[src/rtl/core/ndps_pkg.sv]
// Shared types and constants for the nibble DFA pattern scanner.
`timescale 1ns / 1ps
`default_nettype none
package ndps_pkg;

  localparam int NODE_W     = 12;
  localparam int NODES      = 4096;
  localparam int NIB_W      = 4;
  localparam int SYM_W      = 8;
  localparam int SYMBOLS    = 256;
  localparam int OFF_W      = 8;
  localparam int BYTE_W     = 8;
  localparam int KIND_W     = 3;
  localparam int START_W    = 32;
  localparam int RESULT_CAP = 16;
  localparam int INFO_W     = 1 + SYM_W + NODE_W;
  localparam int TRANS_AW   = NODE_W + NIB_W;
  localparam int TRANS_DEPTH = NODES * (1 << NIB_W);
  localparam int IN_DATA_W  = 56;
  localparam int OUT_DATA_W = 48;
  localparam int QDEPTH     = 4;
  localparam int QPTR_W     = 2;
  localparam int QCNT_W     = 3;

  // Word kinds carried on in_tuser.
  localparam logic [KIND_W-1:0] KIND_WR_TRANS = 3'd0;
  localparam logic [KIND_W-1:0] KIND_WR_INFO  = 3'd1;
  localparam logic [KIND_W-1:0] KIND_WR_OFF   = 3'd2;
  localparam logic [KIND_W-1:0] KIND_DATA     = 3'd3;
  localparam logic [KIND_W-1:0] KIND_END      = 3'd4;

  typedef struct packed {
    logic [KIND_W-1:0] kind;
    logic [NODE_W-1:0] node_addr;
    logic [NIB_W-1:0]  nibble_slot;
    logic [NODE_W-1:0] target_node;
    logic              reports_match;
    logic [SYM_W-1:0]  symbol_id;
    logic [OFF_W-1:0]  offset_value;
    logic [BYTE_W-1:0] data_byte;
  } ndps_cmd_t;

  typedef struct packed {
    logic              is_match;
    logic [SYM_W-1:0]  symbol;
    logic [NODE_W-1:0] next_node;
  } ndps_info_t;

  typedef struct packed {
    logic              rewind;
    logic [NODE_W-1:0] initial_node;
  } ndps_cfg_t;

endpackage
`default_nettype wire

[src/rtl/core/ndps_front.sv]
// Front end: accept input words, drop unused kinds, queue commands for the back end.
`timescale 1ns / 1ps
`default_nettype none
module ndps_front
  import ndps_pkg::*;
(
  input  logic                 clk,
  input  logic                 rst_n,
  input  logic                 in_tvalid,
  output logic                 in_tready,
  input  logic [IN_DATA_W-1:0] in_tdata,
  input  logic [KIND_W-1:0]    in_tuser,
  output logic                 q_valid,
  input  logic                 q_ready,
  output ndps_cmd_t            q_cmd
);

  ndps_cmd_t         q_mem_r [QDEPTH];
  logic [QPTR_W-1:0] wr_ptr_r, wr_ptr_nxt;
  logic [QPTR_W-1:0] rd_ptr_r, rd_ptr_nxt;
  logic [QCNT_W-1:0] count_r, count_nxt;
  ndps_cmd_t         in_cmd;
  logic              push;
  logic              pop;

  always_comb begin
    in_cmd.kind          = in_tuser;
    in_cmd.node_addr     = in_tdata[11:0];
    in_cmd.nibble_slot   = in_tdata[15:12];
    in_cmd.target_node   = in_tdata[27:16];
    in_cmd.reports_match = in_tdata[28];
    in_cmd.symbol_id     = in_tdata[36:29];
    in_cmd.offset_value  = in_tdata[44:37];
    in_cmd.data_byte     = in_tdata[52:45];
  end

  assign in_tready = (count_r != QCNT_W'(QDEPTH));
  // Unused kinds are taken and dropped here.
  assign push      = in_tvalid && in_tready && (in_tuser inside {[KIND_WR_TRANS:KIND_END]});
  assign q_valid   = (count_r != '0);
  assign pop       = q_valid && q_ready;
  assign q_cmd     = q_mem_r[rd_ptr_r];

  always_comb begin
    wr_ptr_nxt = push ? wr_ptr_r + 1'b1 : wr_ptr_r;
    rd_ptr_nxt = pop ? rd_ptr_r + 1'b1 : rd_ptr_r;
    count_nxt  = count_r;
    if (push && !pop) begin
      count_nxt = count_r + 1'b1;
    end else if (pop && !push) begin
      count_nxt = count_r - 1'b1;
    end
  end

  always_ff @(posedge clk) begin
    if (!rst_n) begin
      wr_ptr_r <= '0;
      rd_ptr_r <= '0;
      count_r  <= '0;
    end else begin
      wr_ptr_r <= wr_ptr_nxt;
      rd_ptr_r <= rd_ptr_nxt;
      count_r  <= count_nxt;
    end
  end

  always_ff @(posedge clk) begin
    if (push) begin
      q_mem_r[wr_ptr_r] <= in_cmd;
    end
  end

endmodule
`default_nettype wire

[config.mk]
export PLATFORM = sky130hd
export DESIGN_NAME = ndps_front
export DESIGN_NICKNAME = d
export VERILOG_FILES = /design/src/rtl/core/ndps_pkg.sv /design/src/rtl/core/ndps_front.sv
export SDC_FILE = /design/constraint.sdc
export NUM_CORES = 1
export LEC_CHECK = 0
export BUFFER_PORTS_ARGS = -buffer_cell sky130_fd_sc_hd__buf_2
export CAP_MARGIN = 10
export CORE_UTILIZATION = 40
export DETAILED_ROUTE_END_ITERATION = 16
export GPL_TIMING_DRIVEN = 1
export HOLD_SLACK_MARGIN = 0.06
export SLEW_MARGIN = 0
export SYNTH_ARGS = -nofsm -noshare
export SYNTH_HDL_FRONTEND = slang
export SYNTH_SLANG_ARGS = --single-unit
export TNS_END_PERCENT = 5
[constraint.sdc]
create_clock -name clk -period 6.2 [get_ports clk]
set_clock_uncertainty 0.15 [all_clocks]
set_input_delay 0 -clock clk [delete_from_list [all_inputs] [get_ports clk]]
set_output_delay 0 -clock clk [all_outputs]
set_load 0.005 [all_outputs]
[Word level (Yosys, flattened, before mapping)]
Memories as Yosys holds them, arrays and structs flattened. A register that Yosys moved wholly into a read port is not among the register bits.
Cells that the tools add are included.
Storage, ports and cells
  register bits after elaboration: 7
  RAM bits: 224
  input port bits: 63
  output and inout port bits: 58
  word-level logic and storage cells: 27
  memories kept: 1
Cells by class
  $add $sub $neg: 4
  magnitude comparators: 2
  equal/unequal tests: 1
  mux-type cells: 6
  reduce and logical (&&, ||, !) cells: 10
Memories
  q_mem_r: words 4, bits a word 56, read ports 1, clocked after memory_dff 1, write ports 1, RTL line ndps_front.sv:18  | ndps_cmd_t q_mem_r [QDEPTH];
Operators with widths (count)
  $logic_and A1 B1 Y1: 6
  $mux W3: 2
  $add A2 B1 Y2 const B: 2
  $mux W2: 2
  $add A3 B1 Y3 const B: 1
  $ge A3 B1 Y1 const B: 1
  $le A3 B3 Y1 const B: 1
  $ne A3 B3 Y1 const B: 1
  $reduce_bool A3 Y1: 1
  $sub A3 B1 Y3 const B: 1
  $logic_not A1 Y1: 2
  $mux W1: 2
  $reduce_bool A2 Y1: 1

[Longest topological paths before layout]
  depth in word-level cells: 7
  depth in mapped cells: 9
  gate-level depth less buffers: 8

[Worst setup path after synthesis]
No wires, ideal clock.
  path type: register to register
  from: reg count_r[0]
  to: reg count_r[2]
  library setup time: 0.076 ns
  arrival time: 2.126 ns
  data required time: 5.974 ns
  slack: 3.849 ns
  stages on the path, launching flop included: 10
  buffers on the path: 1
  clock period less this slack: 2.351 ns
  cell sequence: dfxtp_1 -> or3b_1 -> and3_1 -> buf_6 -> ha_1 -> inv_1 -> fa_1 -> xor2_1 -> or3_2 -> a21boi_0
On the way
  cells in the longest elaborated chain, start to end: 6
  elaborated cells between the ends (all ways): 14
  those cells by class: 2 x add/sub; 1 x eq/ne; 2 x mux; 9 x reduce/logical
RTL lines
  start: declaration: RTL line ndps_front.sv:21  | logic [QCNT_W-1:0] count_r, count_nxt;
  start signal: assignment: RTL line ndps_front.sv:63  | count_r <= count_nxt;
  $ne A3 B3 Y1 (*): RTL line ndps_front.sv:37  | assign in_tready = (count_r != QCNT_W'(QDEPTH));
  named net in_tready: RTL line ndps_front.sv:10  | output logic in_tready,
  $logic_and A1 B1 Y1 (*) (2 in a row): RTL line ndps_front.sv:39  | assign push = in_tvalid && in_tready && (in_tuser inside {[KIND_WR_TRANS:KIND_END]});
  named net push: RTL line ndps_front.sv:23  | logic push;
  $logic_not A1 Y1: RTL line ndps_front.sv:50  | end else if (pop && !push) begin
  $logic_and A1 B1 Y1: RTL line ndps_front.sv:50
  $reduce_bool A2 Y1 (no line)
Mark *: on every way through the listed nets, which the timed path passes. The rest lies on a longest branch. The select of a mux whose other input is x is not followed.
A chain may end at the register's enable or synchronous reset.

[Worst setup path in the final report]
  from: reg count_r[0]
  to: reg count_r[2]
On the way
  cells in the longest elaborated chain, start to end: 6
  elaborated cells between the ends (all ways): 14
  those cells by class: 2 x add/sub; 1 x eq/ne; 2 x mux; 9 x reduce/logical
RTL lines
  branches (longest 6 deep; another with $sub A3 B1 Y3)
Several ways; the timed one is not identified. The select of a mux whose other input is x is not followed.

==> impl_results.rst <==
.. list-table::
   :header-rows: 1

   * - Metric
     - Value
   * - Shortest period the worst path allows
     - 3174 ps
   * - Initial antenna violation count
     - 0
   * - Total Routing Usage GR
     - 0.1442
   * - Unrepaired setup endpoints after global routing
     - no
   * - Remaining DRCs
     - 0
   * - Category of cells accounting for the largest share of critical-path delay
     - simple AND/OR/NAND/NOR gates
   * - Number of slew-limit violations in the final report
     - 0
   * - Fillcell total
     - 1704
   * - Number of global-route vias before repair
     - 4423
   * - Worst IR drop on VDD
     - 0.2143 mV
   * - TritonCTS Buffers
     - 24
   * - Core Region
     - 20960 um^2
   * - CP required
     - 6490 ps
   * - Number of warning messages in the yosys log
     - 0
   * - Wire length of the first global-routing pass
     - 24040 um
   * - Total power draw
     - 4.084 mW
   * - Startpoint of the worst-slack reg-to-reg timing path
     - count_r[0]
   * - Source-to-sink clock delay at the later pin of the worst-skew pair
     - 500 ps
   * - Footprint of the flip-flops and latches
     - 6914 um^2
   * - Vias per inst
     - 4.959
   * - Floorplan die area
     - 21930 um^2
   * - Area growth syn-to-layout
     - 26.39%
   * - Leakage power figure
     - 3.635 nW
   * - Start point of the worst hold path
     - in_tdata[52]
   * - Initial core utilization
     - 0.4075
   * - Type of element capturing the critical path
     - register
   * - Root buffer selected by CTS
     - sky130_fd_sc_hd__clkbuf_16
   * - Synth top area share
     - 0.7878
   * - Detailed-route wire length per cell
     - 18.67 um
   * - Net count after synthesis
     - 410
   * - Critical path origin
     - count_r[0]
   * - Maximum number of pins on one net before global-route repair
     - 57
   * - Placed cell areas
     - 9417 um^2
   * - Cell-by-cell trace of the critical path
     - or3b_1 > and3_1 > ha_1 > inv_1 > fa_1 > xor2_1 > or3_2 > a21boi_0 > dlygate4sd3_1
   * - Max_slew headroom
     - 0.3180
   * - Maximum Capacitance Violations
     - 0
   * - Core Rows
     - 53
   * - Most common cell in the netlist
     - sky130_fd_sc_hd__edfxtp_1
   * - Top cell types by occurrence after synthesis
     - sky130_fd_sc_hd__edfxtp_1, sky130_fd_sc_hd__mux4_2, sky130_fd_sc_hd__dfxtp_1, sky130_fd_sc_hd__buf_2, sky130_fd_sc_hd__ha_1
   * - Critical-path top delay cell
     - sky130_fd_sc_hd__dlygate4sd3_1
   * - Chip height
     - 148.1 um
   * - Number of buffers on the longest clock path
     - 3
   * - Path type of the worst min-delay path
     - in2reg
   * - Crit path buf inv count
     - 2
   * - Final GP Congestion
     - 0.6776
   * - Worst-path fanout max
     - 7
   * - Final design instance area without fill
     - 10790 um^2
   * - Overall via count from detail_route
     - 4076
   * - Crit-path max cell delay
     - 560 ps
   * - Fmax
     - 315.0 MHz
   * - Multi-input gate area in the final layout
     - 1554 um^2
   * - Worst Tran Pin Value
     - 1023 ps
   * - Share of the yosys chip area belonging to registers
     - 0.8089
   * - # resized after CTS
     - 0
   * - Share of synthesized flip-flops with an asynchronous set or reset
     - 0
   * - TritonCTS clock tree
     - done
   * - Worst Setup Slack post-DPL
     - 3597 ps
   * - Length of the first detailed-routing pass in iterations
     - 4
   * - 1st-iter DRT viols
     - 216
   * - Hold Vio Cnt, Final
     - 0
   * - Top-Level Pins
     - 121
   * - CTS HTree Levels
     - 1
   * - Critical Path Source Type
     - register
   * - Number of failing setup endpoints in the final timing report
     - 0
   * - Die boundary width
     - 148.1 um
   * - Syn avg cell area
     - 25.04 um^2
   * - Post-detailed-routing wire length
     - 15340 um
   * - Congestion Overflow GR
     - 0
   * - Fraction of final layout cells sized beyond drive strength 1
     - 0.3876
   * - Final antenna-violating net count
     - 0
   * - Post-detailed-placement half-perimeter wirelength
     - 7952 um
   * - Setup_tns
     - 0 ps
   * - Ant diodes
     - 0
   * - Final worst slack
     - 3026 ps
   * - Top cells by area in the synthesized netlist
     - sky130_fd_sc_hd__edfxtp_1, sky130_fd_sc_hd__mux4_2, sky130_fd_sc_hd__dfxtp_1
   * - Startpoint-to-endpoint class of the critical path
     - reg2reg
   * - Synth Instances
     - 341
   * - Number of synthesized register bits
     - 233
   * - Count of buffers inserted at the top-level ports
     - 117
   * - Clock transition at path regs
     - 60 ps
   * - Count of clock tree sinks
     - 233
   * - Synth Cell Area
     - 8538 um^2
   * - Fin crit share
     - 0.5120
   * - Power density over the cells
     - 378.4 nW/um^2
   * - Unique cell type count in the Yosys netlist
     - 25
   * - Nets@finish
     - 600
   * - EDFF count, synth
     - 224
   * - Arrival time reported for the critical path endpoint
     - 3470 ps
   * - Cell taking the most area after synthesis
     - sky130_fd_sc_hd__edfxtp_1
   * - Most used flip-flop cell after synthesis
     - sky130_fd_sc_hd__edfxtp_1
   * - Status
     - completed
## per-layer routing
| metal | share of wire | wire length [um] | vias to the layer above | track usage |
|---|---|---|---|---|
| li1 | - | - | 1828 | - |
| met4 | 0.020 | 308 | 0 | 0.04278 |
| met2 | 0.50 | 7646 | 108 | 0.2390 |
| met3 | 0.053 | 809 | 26 | 0.03129 |
| met5 | 0 | 0 | - | 0 |
| met1 | 0.43 | 6580 | 2114 | 0.1921 |
## path summary, 6_finish.rpt
check,endpoint,slack (ps),depth (start not counted)
setup / recovery,count_r[2],3030,9
hold reg to reg,wr_ptr_r[1],360,2
setup reg to reg,count_r[2],3030,9
hold / removal,q_mem_r[0][7],100,2
## cells by family after synthesis
family	after synthesis	synth area share
AOI/OAI and AO/OA	5	0.003958
xor gates and xnor gates	4	0.004104
adders and majority gates	6	0.009672
DFF	233	0.8089
muxes	59	0.1512
buffers and inverters	17	0.009672
and+or+nand+nor	17	0.01246
## cell type report
class,instances,share of cell area
Multi-Input combinational cell,91,0.1440
Tap cell,275,0.03188
Clock inverter,12,0.01206
Sequential cell,233,0.6407
Inverter,3,0.001043
Clock buffer,30,0.05971
Timing Repair Buffer,178,0.1106
## stage by stage
step | util | hold WS [ps] | cells
floorplan | - | -51.13 | 341
global placement | 0.4494 | 58.52 | 720
detailed placement | 0.4494 | 65.63 | 720
CTS | 0.5150 | 69.37 | 822
global route | 0.5150 | 79.57 | 822
finish | 0.5150 | 96.03 | 822
## flip-flops by register name (all words and copies together), names as in the netlist, named ones only
signal    flops
q_mem_r     224
count_r       3
rd_ptr_r      2
wr_ptr_r      2
## cell usage in the layout (no fill, tap or decap), drive strengths merged, types with 3 or more instances in the layout
cell and count:
edfxtp 224, buf 118, dlygate4sd3 60, mux4 56
clkbuf 30, clkinv 9, dfxtp 9, and2 8
ha 5, nand2 4, inv 3, mux2i 3
xnor2 3, bufinv 3
## worst register-to-register path, stage by stage, from the launching register on
cell	delay (ps)
sky130_fd_sc_hd__dfxtp_1	440
sky130_fd_sc_hd__or3b_1	190
sky130_fd_sc_hd__and3_1	370
sky130_fd_sc_hd__ha_1	250
sky130_fd_sc_hd__inv_1	60
sky130_fd_sc_hd__fa_1	370
sky130_fd_sc_hd__xor2_1	170
sky130_fd_sc_hd__or3_2	400
sky130_fd_sc_hd__a21boi_0	160
sky130_fd_sc_hd__dlygate4sd3_1	560
## report_power, final
part | total [mW] | switching [mW] | leakage, nW | internal (mW)
combinational | 0.761 | 0.324 | 1.15 | 0.438
clock | 1.41 | 0.555 | 0.375 | 0.856
sequential | 1.91 | 0.0718 | 2.11 | 1.84
## timing repair
item	in CTS	in global routing
hold buffers	60	0
endpoints found under the hold margin	233	0
setup buffers	0	0
No activity file was read; power rests on OpenSTA's default activity.
